<file path="src/rtl/core/kit_pkg.sv">
// Shared types and constants for the keyed item table.
// Holds the request/response payloads, the token that walks the cell row,
// and the controller-to-cell command group. No dependencies.
package kit_pkg;

   localparam int TABLE_ENTRIES = 16;

   typedef enum logic [1:0] {
      OP_INSERT = 2'd0,
      OP_FIND   = 2'd1,
      OP_REMOVE = 2'd2,
      OP_CLEAR  = 2'd3
   } kit_op_type;

   typedef enum logic [2:0] {
      ST_OK        = 3'd0,
      ST_BAD_KEY   = 3'd1,
      ST_NULL_ITEM = 3'd2,
      ST_DUPLICATE = 3'd3,
      ST_NOT_FOUND = 3'd4,
      ST_FULL      = 3'd5
   } kit_status_type;

   typedef enum logic [1:0] {
      KIT_IDLE,
      KIT_WALK,
      KIT_DONE
   } kit_state_type;

   typedef struct packed {
      kit_op_type         req_type;
      logic signed [31:0] lookup_key;
      logic [31:0]        item_handle;
   } kit_req_type;

   typedef struct packed {
      kit_status_type status;
      logic [31:0]    found_item;
      logic [4:0]     entry_total;
   } kit_rsp_type;

   // Search token handed from cell to cell, one cell per cycle.
   typedef struct packed {
      logic        active;
      kit_op_type  op;
      logic [30:0] key;
      logic [31:0] item;
      logic        hit;
      logic        free_seen;
   } kit_token_type;

   // Broadcast from the controller to every cell when an item finishes.
   typedef struct packed {
      logic clear;
      logic commit;
      logic finish;
   } kit_cmd_type;

endpackage

</file>
<file path="src/rtl/core/kit_cell.sv">
// One table slot of the keyed item table: valid bit, key and item.
// Compares the passing token against its slot and hands it to the next cell.
// Depends on kit_pkg.
module kit_cell
   import kit_pkg::*;
(
   input  logic          clock,
   input  logic          reset,
   input  kit_token_type prev_tok,
   input  kit_cmd_type   cmd,
   output kit_token_type next_tok
);

   logic          valid_ff, valid_in;
   logic          claim_ff, claim_in;
   logic [30:0]   key_ff, key_in;
   logic [31:0]   item_ff, item_in;
   kit_token_type pass_ff, pass_in;
   logic          match;
   logic          take;

   always_comb begin
      match = valid_ff && (key_ff == prev_tok.key);
      // The first free slot an insert passes is reserved; it becomes valid
      // only if the whole walk finds no duplicate.
      take  = prev_tok.active && (prev_tok.op == OP_INSERT) && !valid_ff &&
              !prev_tok.free_seen;

      pass_in           = prev_tok;
      pass_in.hit       = prev_tok.hit || match;
      pass_in.free_seen = prev_tok.free_seen || !valid_ff;
      if (match) begin
         pass_in.item = item_ff;
      end

      valid_in = valid_ff;
      if (cmd.clear) begin
         valid_in = 1'b0;
      end else if (cmd.commit && claim_ff) begin
         valid_in = 1'b1;
      end else if (prev_tok.active && (prev_tok.op == OP_REMOVE) && match) begin
         valid_in = 1'b0;
      end

      claim_in = claim_ff;
      if (cmd.finish) begin
         claim_in = 1'b0;
      end else if (take) begin
         claim_in = 1'b1;
      end

      key_in  = take ? prev_tok.key : key_ff;
      item_in = take ? prev_tok.item : item_ff;
   end

   always_ff @(posedge clock) begin
      if (reset) begin
         valid_ff       <= 1'b0;
         claim_ff       <= 1'b0;
         pass_ff.active <= 1'b0;
      end else begin
         valid_ff <= valid_in;
         claim_ff <= claim_in;
         pass_ff  <= pass_in;
      end
   end

   always_ff @(posedge clock) begin
      key_ff  <= key_in;
      item_ff <= item_in;
   end

   assign next_tok = pass_ff;

endmodule

</file>
<file path="src/rtl/core/kit_ctrl.sv">
// Request controller of the keyed item table: decodes items, launches the
// search token, collects it from the last cell and drives the response register.
// Depends on kit_pkg.
module kit_ctrl
   import kit_pkg::*;
(
   input  logic          clock,
   input  logic          reset,
   input  logic          req_valid,
   output logic          req_ready,
   input  kit_req_type   req_item,
   output logic          rsp_valid,
   input  logic          rsp_ready,
   output kit_rsp_type   rsp_item,
   output kit_token_type launch_tok,
   input  kit_token_type tail_tok,
   output kit_cmd_type   cmd
);

   kit_state_type  state_ff, state_in;
   kit_op_type     op_ff, op_in;
   kit_status_type status_ff, status_in;
   logic [31:0]    found_ff, found_in;
   logic [4:0]     count_ff, count_in;
   logic           rsp_valid_ff, rsp_valid_in;
   kit_rsp_type    rsp_item_ff, rsp_item_in;
   logic           accept;
   logic           need_walk;
   logic           load;
   kit_status_type quick_status;

   // Decode of the incoming item: what can be answered without a walk.
   always_comb begin
      accept       = req_valid && req_ready;
      need_walk    = 1'b0;
      quick_status = ST_OK;
      if (req_item.req_type == OP_CLEAR) begin
         quick_status = ST_OK;
      end else if (req_item.lookup_key[31]) begin
         quick_status = ST_BAD_KEY;
      end else if ((req_item.req_type == OP_INSERT) && (req_item.item_handle == 32'd0)) begin
         quick_status = ST_NULL_ITEM;
      end else begin
         need_walk = 1'b1;
      end
   end

   // Next state.
   always_comb begin
      state_in = state_ff;
      unique case (state_ff)
         KIT_IDLE: begin
            if (accept) begin
               state_in = need_walk ? KIT_WALK : KIT_DONE;
            end
         end
         KIT_WALK: begin
            if (tail_tok.active) begin
               state_in = KIT_DONE;
            end
         end
         KIT_DONE: begin
            if (!rsp_valid_ff || rsp_ready) begin
               state_in = KIT_IDLE;
            end
         end
         default: state_in = KIT_IDLE;
      endcase
   end

   // Outputs and data path updates.
   always_comb begin
      req_ready = (state_ff == KIT_IDLE);
      load      = (state_ff == KIT_DONE) && (!rsp_valid_ff || rsp_ready);

      cmd.finish = load;
      cmd.clear  = load && (op_ff == OP_CLEAR);
      cmd.commit = load && (op_ff == OP_INSERT) && (status_ff == ST_OK);

      launch_tok.active    = accept && need_walk;
      launch_tok.op        = req_item.req_type;
      launch_tok.key       = req_item.lookup_key[30:0];
      launch_tok.item      = req_item.item_handle;
      launch_tok.hit       = 1'b0;
      launch_tok.free_seen = 1'b0;

      op_in     = op_ff;
      status_in = status_ff;
      found_in  = found_ff;
      if (accept) begin
         op_in     = req_item.req_type;
         status_in = quick_status;
         found_in  = 32'd0;
      end else if ((state_ff == KIT_WALK) && tail_tok.active) begin
         found_in = 32'd0;
         if (op_ff == OP_INSERT) begin
            if (tail_tok.hit) begin
               status_in = ST_DUPLICATE;
            end else if (!tail_tok.free_seen) begin
               status_in = ST_FULL;
            end else begin
               status_in = ST_OK;
            end
         end else if (tail_tok.hit) begin
            status_in = ST_OK;
            found_in  = tail_tok.item;
         end else begin
            status_in = ST_NOT_FOUND;
         end
      end

      count_in = count_ff;
      if (load) begin
         if (op_ff == OP_CLEAR) begin
            count_in = 5'd0;
         end else if ((op_ff == OP_INSERT) && (status_ff == ST_OK)) begin
            count_in = count_ff + 5'd1;
         end else if ((op_ff == OP_REMOVE) && (status_ff == ST_OK)) begin
            count_in = count_ff - 5'd1;
         end
      end

      rsp_valid_in = rsp_valid_ff;
      rsp_item_in  = rsp_item_ff;
      if (load) begin
         rsp_valid_in            = 1'b1;
         rsp_item_in.status      = status_ff;
         rsp_item_in.found_item  = found_ff;
         rsp_item_in.entry_total = count_in;
      end else if (rsp_ready) begin
         rsp_valid_in = 1'b0;
      end
   end

   always_ff @(posedge clock) begin
      if (reset) begin
         state_ff     <= KIT_IDLE;
         count_ff     <= 5'd0;
         rsp_valid_ff <= 1'b0;
      end else begin
         state_ff     <= state_in;
         count_ff     <= count_in;
         rsp_valid_ff <= rsp_valid_in;
      end
   end

   always_ff @(posedge clock) begin
      op_ff       <= op_in;
      status_ff   <= status_in;
      found_ff    <= found_in;
      rsp_item_ff <= rsp_item_in;
   end

   assign rsp_valid = rsp_valid_ff;
   assign rsp_item  = rsp_item_ff;

endmodule

</file>
<file path="src/rtl/core/keyed_item_table.sv">
// Top level of the keyed item table: controller plus a row of slot cells.
// Depends on kit_pkg, kit_cell and kit_ctrl.
//
// Associative table of TABLE_ENTRIES slots mapping non-negative 31-bit keys
// to nonzero 32-bit items. Insert, find and remove send a search token down
// the row of cells, one cell per cycle; the response is registered once the
// token leaves the last cell. Clear and items rejected up front (negative
// key, null item on insert) skip the walk. One item is worked on at a time;
// a finished response sits in an output register, so the next item can be
// accepted while the response waits to be taken.
module keyed_item_table
   import kit_pkg::*;
(
   input  logic        clock,
   input  logic        reset,
   input  logic        req_valid,
   output logic        req_ready,
   input  kit_req_type req_item,
   output logic        rsp_valid,
   input  logic        rsp_ready,
   output kit_rsp_type rsp_item
);

   kit_token_type tok_link [TABLE_ENTRIES + 1];
   kit_cmd_type   cmd;

   kit_ctrl u_ctrl (
      .clock      (clock),
      .reset      (reset),
      .req_valid  (req_valid),
      .req_ready  (req_ready),
      .req_item   (req_item),
      .rsp_valid  (rsp_valid),
      .rsp_ready  (rsp_ready),
      .rsp_item   (rsp_item),
      .launch_tok (tok_link[0]),
      .tail_tok   (tok_link[TABLE_ENTRIES]),
      .cmd        (cmd)
   );

   for (genvar i = 0; i < TABLE_ENTRIES; i++) begin : g_cell
      kit_cell u_cell (
         .clock    (clock),
         .reset    (reset),
         .prev_tok (tok_link[i]),
         .cmd      (cmd),
         .next_tok (tok_link[i + 1])
      );
   end

endmodule

</file>
<file path="config.mk">
export PLATFORM = sky130hd
export DESIGN_NAME = keyed_item_table
export DESIGN_NICKNAME = d
export VERILOG_FILES = /design/src/rtl/core/kit_pkg.sv /design/src/rtl/core/kit_cell.sv /design/src/rtl/core/kit_ctrl.sv /design/src/rtl/core/keyed_item_table.sv
export SDC_FILE = /design/constraint.sdc
export NUM_CORES = 2
export LEC_CHECK = 0
export BUFFER_PORTS_ARGS = -buffer_cell sky130_fd_sc_hd__buf_2
export CAP_MARGIN = 30
export CORE_ASPECT_RATIO = 0.7
export CORE_MARGIN = 2
export CORE_UTILIZATION = 55
export CTS_CLUSTER_SIZE = 40
export DETAILED_ROUTE_END_ITERATION = 16
export GPL_TIMING_DRIVEN = 1
export PLACE_DENSITY = 0.71
export SETUP_SLACK_MARGIN = 0.3
export SKIP_CTS_REPAIR_TIMING = 1
export SLEW_MARGIN = 15
export SYNTH_ARGS = -nofsm -noshare
export SYNTH_HDL_FRONTEND = slang
export SYNTH_HIERARCHICAL = 1
export SYNTH_SLANG_ARGS = --single-unit
</file>
<file path="constraint.sdc">
create_clock -name clock -period 22.1 [get_ports clock]
set_input_delay 5.525 -clock clock [delete_from_list [all_inputs] [get_ports clock]]
set_output_delay 5.525 -clock clock [all_outputs]
set_load 0.02 [all_outputs]
</file>
**Yosys cells after proc, flatten, opt, wreduce, memory -nomap -nowiden**

Cells that the tools add are included.

- Input port bits: 70
- Register bits: 2180

- Add/subtract/negate cells: 2
- Multiplexer cells: 73
- Reductions and logical operators: 225
- Equality and inequality tests: 40

Operator list:

| operator | count |
|---|---|
| two-way mux 32 bit | 18 |
| equality test 31 bit | 16 |
| logical AND 1 bit | 121 |
| equality test 2 bit, second input constant | 20 |
| two-way mux 1 bit | 37 |
| logical NOT 2 bit | 18 |
| nonzero test 2 bit | 18 |
| logical NOT 1 bit | 32 |
| logical NOT 32 bit | 1 |
| logical OR 1 bit | 31 |
| two-way mux 3 bit | 8 |
| two-way mux 5 bit | 4 |
| two-way mux 2 bit | 5 |
| one-hot mux 2 bit (3 select lines) | 1 |
| adder 5 x 1 -> 5 bit, second input constant | 1 |
| subtractor 5 x 1 -> 5 bit, second input constant | 1 |
| inequality test 2 x 1 -> 1 bit, second input constant | 2 |
| OR reduction 2 bit | 2 |
| logical NOT 3 bit | 1 |
| AND reduction 3 bit | 1 |
| equality test 2 x 1 -> 1 bit, second input constant | 1 |
| inequality test 2 bit, second input constant | 1 |

**Longest topological paths before layout**

- Depth in word-level cells: 10
- Depth in mapped cells: 8

**By module**

Netlist, hierarchy kept.

By module, submodules not included:

| module | times used | cells an instance | area an instance (sq um) | sequential area each (sq um) |
|---|---|---|---|---|
| kit_cell | 16 | 222 | 4894.7 | 3963.8 |
| kit_ctrl | 1 | 299 | 3648.5 | 2152.1 |

**Worst setup path before layout**

OpenSTA, ideal clock, no wires.

- Path type: input to register
- Start: in req_item[0] (netlist name)
- End: reg g_cell[0].u_cell.item_ff[0], enable pin
- Buffers on the path: 0
- Data required time: 21435 ps
- Slack: 8776 ps
- Data arrival time: 12659 ps
- Stages: 6
- Library setup time: 665 ps
- Cell sequence: nor4_1 > nand4_1 > or3_4 > and3_1 > nor2b_1 > nor4b_1

RTL lines:

| what | line | RTL |
|---|---|---|
| start, declared | keyed_item_table.sv:18 | `input kit_req_type req_item,` |
| end signal, assigned | kit_cell.sv:70 | `item_ff <= item_in;` |
| end, declared | kit_cell.sv:17 | `logic [31:0] item_ff, item_in;` |

==> metrics.txt <==
# TYPE chip_impl_metric gauge
chip_impl_metric{name="num_ports",unit=""} 112
chip_impl_metric{name="finalMaxSlewViolations",unit=""} 0
chip_impl_info{name="critical_path_startpoint",value="req_item[64]"} 1
chip_impl_metric{name="total_power_of_the_final_layout",unit="mW"} 8.03
chip_impl_metric{name="cts_inserted_buffers",unit=""} 186
chip_impl_metric{name="antenna_violating_nets_post_route",unit=""} 0
chip_impl_metric{name="via_per_inst",unit=""} 5.08
chip_impl_metric{name="clk_pin_slew",unit="ps"} 60
chip_impl_metric{name="first_global_vias",unit=""} 31957
chip_impl_metric{name="timing.max_slew.rel_slack",unit=""} 0.426
chip_impl_metric{name="yosysWarningCount",unit=""} 6
chip_impl_info{name="status",value="completed"} 1
chip_impl_info{name="tritoncts",value="yes"} 1
chip_impl_info{name="hp-start",value="u_ctrl/found_ff[12]"} 1
chip_impl_metric{name="drv.max_cap_violation_count",unit=""} 0
chip_impl_info{name="layout_commonest_cell",value="edfxtp_1"} 1
chip_impl_info{name="clk_root_buffer_cell",value="clkbuf_16"} 1
chip_impl_metric{name="die-height",unit="um"} 325
chip_impl_info{name="timing.rr.start",value="u_ctrl/state_ff[1]"} 1
chip_impl_info{name="start_kind",value="input pin"} 1
chip_impl_metric{name="cts_sinks",unit=""} 2180
chip_impl_metric{name="finalWeightedCongestion",unit=""} 0.734
chip_impl_metric{name="drt_drc_violations_left",unit=""} 0
chip_impl_metric{name="post_synth_inst_count",unit=""} 3818
chip_impl_metric{name="post_synth.cell_area_avg",unit="sq um"} 21.2
chip_impl_metric{name="synthesized_area",unit="sq um"} 81000
chip_impl_info{name="most-common-layout-cells",value="edfxtp_1 (2092), xnor2_1 (498), mux2_4 (464)"} 1
chip_impl_metric{name="required",unit="ps"} 22510
chip_impl_metric{name="grt_pass1_wl",unit="um"} 170000
chip_impl_metric{name="timing_worst_slew_pin_value",unit="ps"} 859
chip_impl_metric{name="drt_first_pass_iters",unit=""} 8
chip_impl_metric{name="dr_total_vias",unit=""} 31348
chip_impl_metric{name="setup_tns",unit="ps"} 0
chip_impl_metric{name="pwr-share-clk",unit=""} 0.383
chip_impl_metric{name="cts.htree.levels",unit=""} 4
chip_impl_metric{name="cts-root-to-sink-buffers",unit=""} 3
chip_impl_info{name="worstSetupPathType",value="input pin to register"} 1
chip_impl_metric{name="power.internal",unit="mW"} 6.49
chip_impl_metric{name="core_area",unit="sq um"} 146000
chip_impl_metric{name="finalCriticalPeriod",unit="ps"} 7880
chip_impl_metric{name="fin_nets",unit=""} 4123
chip_impl_metric{name="post_route_cells_drive_above_1_share",unit=""} 0.243
chip_impl_metric{name="largest_net_degree_at_the_start_of_global_routing",unit=""} 68
chip_impl_metric{name="global_route_overflow",unit=""} 0
chip_impl_metric{name="total_switching_power",unit="mW"} 1.54
chip_impl_metric{name="fp.dieArea",unit="sq um"} 150000
chip_impl_metric{name="ir_worst_vdd",unit="mV"} 0.0780
chip_impl_metric{name="grt_antenna_before_repair",unit=""} 2
chip_impl_metric{name="start_util",unit=""} 0.555
chip_impl_metric{name="clock-skew-final",unit="ps"} 25.7
chip_impl_metric{name="cp_data_arrival_time",unit="ps"} 8290
chip_impl_metric{name="hpwlAfterDp",unit="um"} 66200
chip_impl_metric{name="insertion_delay",unit="ps"} 780
chip_impl_info{name="hold_path_class",value="register to register"} 1
chip_impl_info{name="crit_path_end_kind",value="register"} 1
chip_impl_metric{name="hold_violation_count_in_the_final_report",unit=""} 0
chip_impl_metric{name="power.static_leakage",unit="nW"} 30.4
chip_impl_metric{name="fillers",unit=""} 9985
chip_impl_metric{name="drt_iter0_drc",unit=""} 1957
chip_impl_metric{name="flow.area_growth_from_synthesis",unit="%"} 10.4
chip_impl_info{name="grt_setup_unrepaired",value="false"} 1
chip_impl_metric{name="swShare",unit=""} 0.192
chip_impl_metric{name="rows",unit=""} 117
chip_impl_metric{name="power_frac_seq",unit=""} 0.592
chip_impl_metric{name="crit_path_max_fanout",unit=""} 63
chip_impl_metric{name="grt.total_usage",unit=""} 0.136
chip_impl_metric{name="fmax",unit="GHz"} 0.127
chip_impl_metric{name="finalSetupViolations",unit=""} 0
chip_impl_metric{name="cellPowerDensity",unit="nW/um^2"} 89.8
chip_impl_metric{name="power.share.combinational",unit=""} 0.025
chip_impl_metric{name="numPortBuffers",unit=""} 111
chip_impl_metric{name="route.final.wire_length",unit="um"} 102000
chip_impl_metric{name="period_share",unit=""} 0.357
chip_impl_metric{name="routedWlPerCell",unit="um"} 16.5
chip_impl_metric{name="die_w",unit="um"} 463
==> final cells by class <==
| type | instances | area, sq um | area share |
|---|---|---|---|
| Antenna cell | 2 | 5.00 | 0.0000560 |
| Inverter | 24 | 90.1 | 0.00101 |
| Timing Repair Buffer | 172 | 1170 | 0.0131 |
| Clock buffer | 255 | 5200 | 0.0582 |
| Sequential cell | 2180 | 64600 | 0.723 |
| Multi-Input combinational cell | 1487 | 15300 | 0.171 |
| Clock inverter | 83 | 568 | 0.00636 |
| Tap cell | 1963 | 2460 | 0.0275 |
==> flip-flops by register name (all words and copies together), names as in the netlist <==
register                flops
g_cell.u_cell/claim_ff     16
g_cell.u_cell/item_ff     512
g_cell.u_cell/key_ff      496
g_cell.u_cell/next_tok   1055
g_cell.u_cell/valid_ff     16
u_ctrl/count_ff             5
u_ctrl/found_ff            32
u_ctrl/op_ff                2
u_ctrl/rsp_item            40
u_ctrl/rsp_valid            1
u_ctrl/state_ff             2
u_ctrl/status_ff            3
==> per-layer routing <==
metal / up-vias / share of wire / GRT usage
li1: 15268 / - / -
met1: 15386 / 0.48 / 0.196
met2: 516 / 0.45 / 0.211
met3: 178 / 0.041 / 0.0259
met4: 0 / 0.023 / 0.0480
met5: - / 0 / 0
==> power groups by stage <==
stage,clock network [mW],registers [mW],logic (mW)
3_3_place_gp,0,4.83,0.196
6_report,3.08,4.75,0.201
5_1_grt,3.34,4.76,0.220
2_1_floorplan,0,4.81,0.163
3_5_place_dp,0,4.84,0.203
4_1_cts,3.17,4.75,0.204
==> worst max-delay path: stages <==
cell,delay [ps]
buf_2,350
or4_1,190
or3_4,270
and3_1,650
nor2b_1,260
nor4b_2,270
buf_4,680
==> path summary, 6_finish.rpt <==
check,slack (ps),cells past startpoint,end
setup reg to reg,18760,7,g_cell[0].u_cell/key_ff[28]
hold / removal,430,0,u_ctrl/rsp_item[17]
hold reg to reg,430,0,u_ctrl/rsp_item[17]
setup / recovery,14220,7,g_cell[0].u_cell/key_ff[28]
==> stage by stage <==
stage                     instance area [sq um]  hold WS, ps  utilization  std cells  worst slack (ps)
final                                     89400          432        0.613       6166             14220
after global routing                      89400          444        0.613       6165             14110
after CTS                                 89400          436        0.613       6164             14350
after detailed placement                  83600          422        0.573       5826             13500
after global placement                    83400          420        0.572       5813             13510
after floorplan                           81000          409            -       3819              8780
No activity file was read; power rests on OpenSTA's default activity.
